$ cat src/rtl/core/spq_pkg.sv
`timescale 1ns / 1ps
`default_nettype none
// ----------------------------------------------------------------------------
// spq_pkg
// Shared types and codes for the sorted-insert priority queue.
// ----------------------------------------------------------------------------
package spq_pkg;

  localparam int KEY_W = 32;
  localparam int OCC_W = 5;

  typedef enum logic {
    CMD_PUSH = 1'b0,
    CMD_POP  = 1'b1
  } cmd_code_t;

  typedef enum logic [1:0] {
    ST_OK    = 2'd0,
    ST_FULL  = 2'd1,
    ST_EMPTY = 2'd2
  } status_t;

  typedef struct packed {
    cmd_code_t          command;
    logic [KEY_W-1:0]   key;
  } in_item_t;

  typedef struct packed {
    status_t            status;
    logic [KEY_W-1:0]   popped_key;
    logic [OCC_W-1:0]   occupancy;
  } out_item_t;

  // controller -> datapath
  typedef struct packed {
    logic    push_en;
    logic    pop_en;
    logic    load_res;
    status_t res_status;
  } ctrl_cmd_t;

  // datapath -> controller
  typedef struct packed {
    logic full;
    logic empty;
  } dp_stat_t;

  typedef enum logic {
    S_IDLE = 1'b0,
    S_HOLD = 1'b1
  } fsm_state_t;

endpackage
`default_nettype wire

$ cat src/rtl/core/spq_ctrl.sv
`timescale 1ns / 1ps
`default_nettype none
// ----------------------------------------------------------------------------
// spq_ctrl
// Handshake controller: accepts items, decides the status code and issues
// push, pop and result-load commands to the datapath.
// ----------------------------------------------------------------------------
module spq_ctrl (
  input  wire logic               clk,
  input  wire logic               rst_n,
  input  wire logic               in_valid,
  input  wire spq_pkg::cmd_code_t in_command,
  output logic                    in_stall,
  output logic                    out_valid,
  input  wire logic               out_stall,
  input  wire spq_pkg::dp_stat_t  dp_stat,
  output spq_pkg::ctrl_cmd_t      cmd
);

  spq_pkg::fsm_state_t state_r;
  spq_pkg::fsm_state_t state_nxt;
  logic                accept;

  always_ff @(posedge clk) begin
    if (!rst_n) begin
      state_r <= spq_pkg::S_IDLE;
    end else begin
      state_r <= state_nxt;
    end
  end

  always_comb begin
    in_stall       = 1'b0;
    out_valid      = 1'b0;
    state_nxt      = state_r;
    cmd.push_en    = 1'b0;
    cmd.pop_en     = 1'b0;
    cmd.res_status = spq_pkg::ST_OK;

    case (state_r)
      spq_pkg::S_IDLE: begin
        in_stall = 1'b0;
      end
      spq_pkg::S_HOLD: begin
        out_valid = 1'b1;
        // hold the input while the waiting item is not taken
        in_stall  = out_stall;
        if (!out_stall) begin
          state_nxt = spq_pkg::S_IDLE;
        end
      end
      default: begin
        state_nxt = spq_pkg::S_IDLE;
      end
    endcase

    accept       = in_valid && !in_stall;
    cmd.load_res = accept;

    case (in_command)
      spq_pkg::CMD_PUSH: begin
        if (dp_stat.full) begin
          cmd.res_status = spq_pkg::ST_FULL;
        end else begin
          cmd.push_en = accept;
        end
      end
      spq_pkg::CMD_POP: begin
        if (dp_stat.empty) begin
          cmd.res_status = spq_pkg::ST_EMPTY;
        end else begin
          cmd.pop_en = accept;
        end
      end
      default: begin
        cmd.res_status = spq_pkg::ST_OK;
      end
    endcase

    if (accept) begin
      state_nxt = spq_pkg::S_HOLD;
    end
  end

endmodule
`default_nettype wire

$ cat src/rtl/core/spq_datapath.sv
`timescale 1ns / 1ps
`default_nettype none
// ----------------------------------------------------------------------------
// spq_datapath
// Row of key cells kept in ascending order, the entry counter and the
// result register. Each cell compares against the incoming key on its own.
// ----------------------------------------------------------------------------
module spq_datapath #(
  parameter int DEPTH    = 16,
  parameter int KEY_BITS = 32
) (
  input  wire logic                          clk,
  input  wire logic                          rst_n,
  input  wire logic [spq_pkg::KEY_W-1:0]     in_key,
  input  wire spq_pkg::ctrl_cmd_t            cmd,
  output spq_pkg::dp_stat_t                  dp_stat,
  output spq_pkg::out_item_t                 res
);

  localparam int CNT_W = $clog2(DEPTH + 1);

  logic [KEY_BITS-1:0]                    cell_r   [DEPTH];
  logic [KEY_BITS-1:0]                    cell_nxt [DEPTH];
  logic [DEPTH-1:0]                       occ;
  logic [DEPTH-1:0]                       lt;
  logic [CNT_W-1:0]                       count_r;
  logic [CNT_W-1:0]                       count_nxt;
  logic [KEY_BITS+spq_pkg::KEY_W-1:0]     key_wide;
  logic [KEY_BITS-1:0]                    key_in;
  logic [KEY_BITS+spq_pkg::KEY_W-1:0]     head_wide;
  logic [CNT_W+spq_pkg::OCC_W-1:0]        occ_wide;
  spq_pkg::out_item_t                     res_r;
  spq_pkg::out_item_t                     res_nxt;

  // reduce or zero-extend the port key to the stored width
  assign key_wide = {{KEY_BITS{1'b0}}, in_key};
  assign key_in   = key_wide[KEY_BITS-1:0];

  assign dp_stat.full  = (count_r == CNT_W'(DEPTH));
  assign dp_stat.empty = (count_r == '0);

  genvar i;
  generate
    for (i = 0; i < DEPTH; i++) begin : g_cell
      assign occ[i] = (CNT_W'(i) < count_r);
      assign lt[i]  = occ[i] && (cell_r[i] < key_in);

      always_comb begin
        cell_nxt[i] = cell_r[i];
        if (cmd.push_en) begin
          if (i == 0) begin
            if (!lt[i]) begin
              cell_nxt[i] = key_in;
            end
          end else begin
            if (!lt[i]) begin
              cell_nxt[i] = lt[(i == 0) ? 0 : i-1] ? key_in : cell_r[(i == 0) ? 0 : i-1];
            end
          end
        end else if (cmd.pop_en) begin
          if (i < DEPTH-1) begin
            cell_nxt[i] = cell_r[(i < DEPTH-1) ? i+1 : i];
          end
        end
      end

      always_ff @(posedge clk) begin
        cell_r[i] <= cell_nxt[i];
      end
    end
  endgenerate

  always_comb begin
    count_nxt = count_r;
    if (cmd.push_en) begin
      count_nxt = count_r + CNT_W'(1);
    end else if (cmd.pop_en) begin
      count_nxt = count_r - CNT_W'(1);
    end
  end

  always_ff @(posedge clk) begin
    if (!rst_n) begin
      count_r <= '0;
    end else begin
      count_r <= count_nxt;
    end
  end

  assign head_wide = {{spq_pkg::KEY_W{1'b0}}, cell_r[0]};
  assign occ_wide  = {{spq_pkg::OCC_W{1'b0}}, count_nxt};

  always_comb begin
    res_nxt            = res_r;
    if (cmd.load_res) begin
      res_nxt.status     = cmd.res_status;
      res_nxt.popped_key = cmd.pop_en ? head_wide[spq_pkg::KEY_W-1:0] : '0;
      res_nxt.occupancy  = occ_wide[spq_pkg::OCC_W-1:0];
    end
  end

  always_ff @(posedge clk) begin
    res_r <= res_nxt;
  end

  assign res = res_r;

endmodule
`default_nettype wire

$ cat src/rtl/core/sorted_insert_priority_queue.sv
`timescale 1ns / 1ps
`default_nettype none
// ----------------------------------------------------------------------------
// sorted_insert_priority_queue
// Priority queue of up to DEPTH unsigned keys held in ascending order.
// ----------------------------------------------------------------------------
// A push inserts its key ahead of any equal keys; a pop returns the smallest
// key. Every item gives one result carrying a status code and the occupancy
// after the operation. One item is taken per clock: all cells compare
// against the incoming key in parallel and shift in the same cycle, and the
// result appears in the output register the cycle after the item is
// accepted. While that result is stalled the input is stalled too, so the
// rate is one item per cycle whenever the output side takes results freely.
// No clearing pass follows reset; the block is ready at once.
// ----------------------------------------------------------------------------
module sorted_insert_priority_queue #(
  parameter int DEPTH    = 16,
  parameter int KEY_BITS = 32
) (
  input  wire logic                clk,
  input  wire logic                rst_n,
  input  wire logic                in_valid,
  output logic                     in_stall,
  input  wire spq_pkg::in_item_t   in_data,
  output logic                     out_valid,
  input  wire logic                out_stall,
  output spq_pkg::out_item_t       out_data
);

  spq_pkg::ctrl_cmd_t cmd;
  spq_pkg::dp_stat_t  dp_stat;

  spq_ctrl u_ctrl (
    .clk        (clk),
    .rst_n      (rst_n),
    .in_valid   (in_valid),
    .in_command (in_data.command),
    .in_stall   (in_stall),
    .out_valid  (out_valid),
    .out_stall  (out_stall),
    .dp_stat    (dp_stat),
    .cmd        (cmd)
  );

  spq_datapath #(
    .DEPTH    (DEPTH),
    .KEY_BITS (KEY_BITS)
  ) u_datapath (
    .clk     (clk),
    .rst_n   (rst_n),
    .in_key  (in_data.key),
    .cmd     (cmd),
    .dp_stat (dp_stat),
    .res     (out_data)
  );

endmodule
`default_nettype wire

$ cat config.mk
export PLATFORM = sky130hd
export DESIGN_NAME = sorted_insert_priority_queue
export DESIGN_NICKNAME = d
export VERILOG_FILES = /design/src/rtl/core/spq_pkg.sv /design/src/rtl/core/spq_ctrl.sv /design/src/rtl/core/spq_datapath.sv /design/src/rtl/core/sorted_insert_priority_queue.sv
export SDC_FILE = /design/constraint.sdc
export NUM_CORES = 2
export LEC_CHECK = 0
export CORE_UTILIZATION = 32
export DETAILED_ROUTE_END_ITERATION = 7
export DONT_BUFFER_PORTS = 1
export PLACE_DENSITY = 0.48
export SYNTH_ARGS = -nofsm -noshare
export SYNTH_HDL_FRONTEND = slang
export SYNTH_SLANG_ARGS = --single-unit
$ cat constraint.sdc
create_clock -name clk -period 6.9 [get_ports clk]
set_input_delay 0.69 -clock clk [delete_from_list [all_inputs] [get_ports clk]]
set_output_delay 0.69 -clock clk [all_outputs]
set_load 0.005 [all_outputs]
After elaboration in Yosys (flattened, before gate mapping). Memories as Yosys holds them, arrays and structs flattened. Index checks and enable logic that the tools add are counted.

Memory bits (writable): 512. Output and inout port bits: 41. Memories kept: 1. Logic and storage cells: 138. Register bits after elaboration: 45.

Memories: u_datapath.cell_r (words 16, width 32, read ports 16, clocked after Yosys merged registers in 0, write ports 16, line spq_datapath.sv:22) `logic [KEY_BITS-1:0] cell_r [DEPTH];`.

Reduce and logical (&&, ||, !) cells: 19. Muxes and demuxes: 76. Bitwise gates (word level): 2. Add/subtract/negate cells: 2. Equal/unequal tests: 1. Magnitude comparators: 32.

Operators with widths (number): $mux W32 (62); $lt A32 B32 Y1 (16); $lt A4 B5 Y1 const A (8); $lt A3 B5 Y1 const A (4); $logic_and A1 B1 Y1 (17); $lt A1 B5 Y1 const A (2); $lt A2 B5 Y1 const A (2); $mux W5 (2); $mux W1 (9); $add A5 B1 Y5 const B (1); $eq A5 B5 Y1 const B (1); $logic_not A5 Y1 (1); $sub A5 B1 Y5 const B (1); $pmux W2 S2 (1); $mux W2 (1); $not A1 Y1 (2); $pmux W1 S2 (1); $logic_not A1 Y1 (1).

Depth between registers and ports, before layout.
Depth after elaboration: 8. Gate-level depth with buffers: 11. Gate-level depth less buffers: 9.

Hierarchy. Synthesis repeated with hierarchy kept, for this count alone.

Cell total of the unflattened synthesis: 3776. Area, all modules: 38608.3 µm².

By module, submodules not included: spq_datapath (cells an instance 3766, seq. area each 16646.0 µm², instances 1, area each 38511.9 µm²); spq_ctrl (cells an instance 10, seq. area each 20.0 µm², instances 1, area each 96.3 µm²).

Least setup slack after synthesis. Ideal clock, no wire load.

Path type: input -> register. Start point: input in_data[14] (netlist bit). End point: memory u_datapath.cell_r[0][0] (enable). Path slack: 1.602 ns. Cell stages on the path: 8. Path buffers: 1. Arrival: 4.832 ns. Cell sequence: inv_1 > ha_1 > nand4_1 > or4_1 > o221a_2 > o21a_1 > clkbuf_1 > o21ai_0.

RTL lines: from (decl) (line sorted_insert_priority_queue.sv:24) `input wire spq_pkg::in_item_t in_data,`; to (decl) (line spq_datapath.sv:22).

==> run_summary.xml <==
<?xml version="1.0" encoding="UTF-8"?>
<metrics>
  <group name="yosys">
    <metric name="synthesized_area_per_cell" unit="sq um">10.2</metric>
    <metric name="synth.ff_latch_count" unit="">557</metric>
    <metric name="synth_top_area_share" unit="">0.432</metric>
    <metric name="yosysSeqAreaShare" unit="">0.435</metric>
    <metric name="ys_types" unit="">76</metric>
    <metric name="post-synth-top-count-cell" unit="">a21oi_1</metric>
    <metric name="most_frequent_cells_after_synthesis" unit="">a21oi_1 (649), edfxtp_1 (551), ha_1 (499)</metric>
    <metric name="synth_top_cell_by_area" unit="">edfxtp_1</metric>
    <metric name="ys_async_sr_fraction" unit="">0</metric>
    <metric name="synth.area.top_cells" unit="">edfxtp_1 (43%), ha_1 (16%), a21oi_1 (8.5%), mux2i_1 (7.5%), nor2_1 (4.1%)</metric>
    <metric name="syn_nets" unit="">4306</metric>
    <metric name="yosys_warnings" unit="">0</metric>
    <metric name="syn-instance-count" unit="">3770</metric>
    <metric name="synth_enable_flop_cells" unit="">551</metric>
    <metric name="mappedNetlistArea" unit="sq um">38300</metric>
    <metric name="synth_top_flop_cell" unit="">edfxtp_1</metric>
  </group>
  <group name="global_route">
    <metric name="grt_first_pass_wirelength" unit="mm">175</metric>
    <metric name="grt_use_total" unit="">0.185</metric>
    <metric name="grt_antenna_before_repair" unit="">0</metric>
    <metric name="overflow" unit="">0</metric>
    <metric name="grt_max_degree" unit="">205</metric>
    <metric name="grt_pass1_vias" unit="">27900</metric>
  </group>
  <group name="sta">
    <metric name="slew-limit-headroom" unit="">0.268</metric>
    <metric name="rsz0062_at_grt" unit="">false</metric>
    <metric name="finalHoldViolCount" unit="">0</metric>
    <metric name="min_period_over_period" unit="">0.586</metric>
    <metric name="timing.setup.tns" unit="ps">0</metric>
    <metric name="clock-skew-final" unit="ps">29.6</metric>
    <metric name="worst_slew_pin_slew" unit="ps">1090</metric>
    <metric name="finalSetupViolations" unit="">0</metric>
    <metric name="minimum_clock_period_after_layout" unit="ps">4040</metric>
    <metric name="final.setup.worst_slack" unit="ps">2860</metric>
    <metric name="final.hold.worst_slack" unit="ps">181</metric>
    <metric name="maxClockFrequency" unit="MHz">247</metric>
    <metric name="final-max-slew-violation-count" unit="">0</metric>
  </group>
  <group name="floorplanning">
    <metric name="top_level_ports" unit="">78</metric>
    <metric name="placement_rows" unit="">126</metric>
    <metric name="floorplan.die.height" unit="microns">348</metric>
    <metric name="initial_core_util" unit="">0.324</metric>
    <metric name="core" unit="sq um">118000</metric>
    <metric name="die_w" unit="microns">348</metric>
    <metric name="die_area" unit="sq um">121000</metric>
  </group>
  <group name="clock_network">
    <metric name="ctsHoldBuffers" unit="">0</metric>
    <metric name="cts.repair_timing.setup_buffer_count" unit="">0</metric>
    <metric name="ctsLongestPathBuffers" unit="">3</metric>
    <metric name="insertion_delay" unit="ps">650</metric>
    <metric name="postCtsResizedCells" unit="">0</metric>
    <metric name="cts-buffers-inserted" unit="">71</metric>
    <metric name="cts_htree_levels" unit="">3</metric>
    <metric name="clk_pin_slew_worst_paths" unit="ps">60</metric>
    <metric name="root_buffer" unit="">clkbuf_16</metric>
    <metric name="tritoncts" unit="">done</metric>
    <metric name="cts.sink_count" unit="">557</metric>
  </group>
  <group name="drt">
    <metric name="drtIter0Drc" unit="">2182</metric>
    <metric name="drc" unit="">0</metric>
    <metric name="drt-vias-per-instance" unit="">5.28</metric>
    <metric name="post_drt_wl_per_cell" unit="microns">21.4</metric>
    <metric name="dr.pass1.iters" unit="">5</metric>
    <metric name="drt.antenna.violating_nets" unit="">0</metric>
    <metric name="wl" unit="mm">114</metric>
    <metric name="vias" unit="">28200</metric>
  </group>
  <group name="power">
    <metric name="power_density" unit="nW/um^2">249</metric>
    <metric name="intPower" unit="mW">7.23</metric>
    <metric name="comb_power_share" unit="">0.208</metric>
    <metric name="p_total" unit="mW">10.5</metric>
    <metric name="clkPwrFrac" unit="">0.353</metric>
    <metric name="leakagePower" unit="nW">17.5</metric>
    <metric name="seqPwrFrac" unit="">0.440</metric>
    <metric name="power.switching_fraction" unit="">0.311</metric>
    <metric name="switching_component_of_the_power" unit="mW">3.26</metric>
    <metric name="vdd.ir_drop.worst" unit="uV">146</metric>
  </group>
  <group name="final_layout">
    <metric name="fin_nets" unit="">4226</metric>
    <metric name="stdcell_count" unit="">5345</metric>
    <metric name="diodes" unit="">0</metric>
    <metric name="post_route_cells_drive_above_1_share" unit="">0.0633</metric>
    <metric name="fillCellCount" unit="">11900</metric>
    <metric name="areaGrowthSynthToFinish" unit="%">9.97</metric>
  </group>
  <group name="setup_path">
    <metric name="critical_path.cell_chain" unit="">inv_1 &gt; ha_1 &gt; nand4_1 &gt; or2_2 &gt; a2111oi_0 &gt; a21o_2 &gt; buf_4 &gt; nand2_1 &gt; nand2_1 &gt; buf_4</metric>
    <metric name="setup.worst_path.class" unit="">input port to flip-flop</metric>
    <metric name="cp.required" unit="ps">7230</metric>
    <metric name="crit_arrival" unit="ps">4370</metric>
    <metric name="crit_fanout" unit="">33</metric>
    <metric name="critical_path.max_stage_delay" unit="ps">740</metric>
    <metric name="r2r_start" unit="">u_datapath.cell_r[0][254]$_DFFE_PP_</metric>
    <metric name="startpoint_of_the_most_critical_setup_path" unit="">in_data[30]</metric>
    <metric name="worst_setup_path_end_kind" unit="">flip-flop</metric>
    <metric name="r2r_setup_slack" unit="ps">2990</metric>
    <metric name="worst_path_slowest_cell" unit="">nand2_1</metric>
    <metric name="worst_setup_path_start_kind" unit="">input port</metric>
  </group>
  <group name="place">
    <metric name="hpwlAfterDp" unit="mm">84.5</metric>
    <metric name="total_of_buffers_placed_on_input_and_output_ports" unit="">0</metric>
    <metric name="dpl_worst_slack" unit="ps">2100</metric>
    <metric name="dp_cells" unit="">5217</metric>
    <metric name="gpl.final_weighted_congestion" unit="">0.830</metric>
  </group>
  <group name="min_path">
    <metric name="worstHoldPathType" unit="">input port to flip-flop</metric>
    <metric name="min_from" unit="">rst_n</metric>
  </group>
  <group name="status">
    <metric name="run_status" unit="">finished, final reports clean</metric>
  </group>
  <group name="run">
    <metric name="timing.max_cap.violations" unit="">0</metric>
  </group>
</metrics>
[stage by stage]
step | utilization | cell area [sq um]
floorplan | - | 38300
global placement | 0.337 | 39900
detailed placement | 0.337 | 39900
CTS | 0.356 | 42200
global route | 0.356 | 42200
finish | 0.356 | 42200
[per-layer routing]
metal  routed length (microns)  track usage
met5                         0            0
met4                      3000       0.0600
met3                      4900       0.0262
met2                     52500        0.303
met1                     53800        0.251
[cell type report]
cell class	instances	area, sq um	share of cell area
Clock buffer	96	1930	0.0458
Inverter	42	158	0.00374
Multi-Input combinational cell	2947	20500	0.487
Sequential cell	557	16700	0.395
Clock inverter	32	295	0.00700
Timing Repair Buffer	71	568	0.0135
Tap cell	1600	2000	0.0475
[registers in the layout, summed over array words and instances, names as in the netlist]
| name | flops |
|---|---|
| u_datapath.res | 39 |
| u_ctrl.state_r | 1 |
| u_datapath.count_r | 5 |
| u_datapath.cell_r | 512 |
[worst paths after layout]
kind,to,depth (start not counted)
min,u_ctrl.state_r$_SDFF_PN0_,1
max,u_datapath.cell_r[0][253]$_DFFE_PP_,10
min reg2reg,u_datapath.cell_r[1][183]$_DFFE_PP_,2
max reg2reg,u_datapath.cell_r[0][253]$_DFFE_PP_,9
[power groups by stage]
stage	sequential (mW)	clock [mW]	combinational, mW
finish	4.61	3.70	2.18
global route	4.65	3.93	2.49
CTS	4.61	3.82	2.20
detailed placement	4.68	0	2.20
global placement	4.68	0	2.17
floorplan	4.53	0	1.60
[critical path: cells and delay by family]
family,cells,cell delay (ps)
compound gates,2,570
simple gates,4,1410
buf+inv,3,1400
fa+ha+maj,1,290
[placed cells by master (no fill, tap or decap), types with 14 or more instances in the layout]
cell type  instances
nand2_1          317
clkbuf_1          21
buf_4             67
ha_1             499
nor2_1           422
and4_1            27
o21ai_0          198
a21oi_1          648
nand3_1           20
a21o_1            77
mux2_2            26
nor2b_1           17
mux2i_1          289
and2_1            41
o21a_1            14
a211oi_1          15
clkbuf_16         73
nand4_1           55
inv_1             41
a221o_1           17
edfxtp_1         551
nand2b_1          18
a31oi_1           67
o21ai_1           37
[logic make-up after synthesis]
family / Yosys count / share of synthesized area
buf+inv: 266 / 0.0346
mux: 321 / 0.0849
xor+xnor: 3 / 0.000685
simple gates: 967 / 0.112
fa+ha+maj: 499 / 0.163
flops: 557 / 0.435
compound gates: 1157 / 0.171
Note: power is estimated with default switching activity, not from simulation.
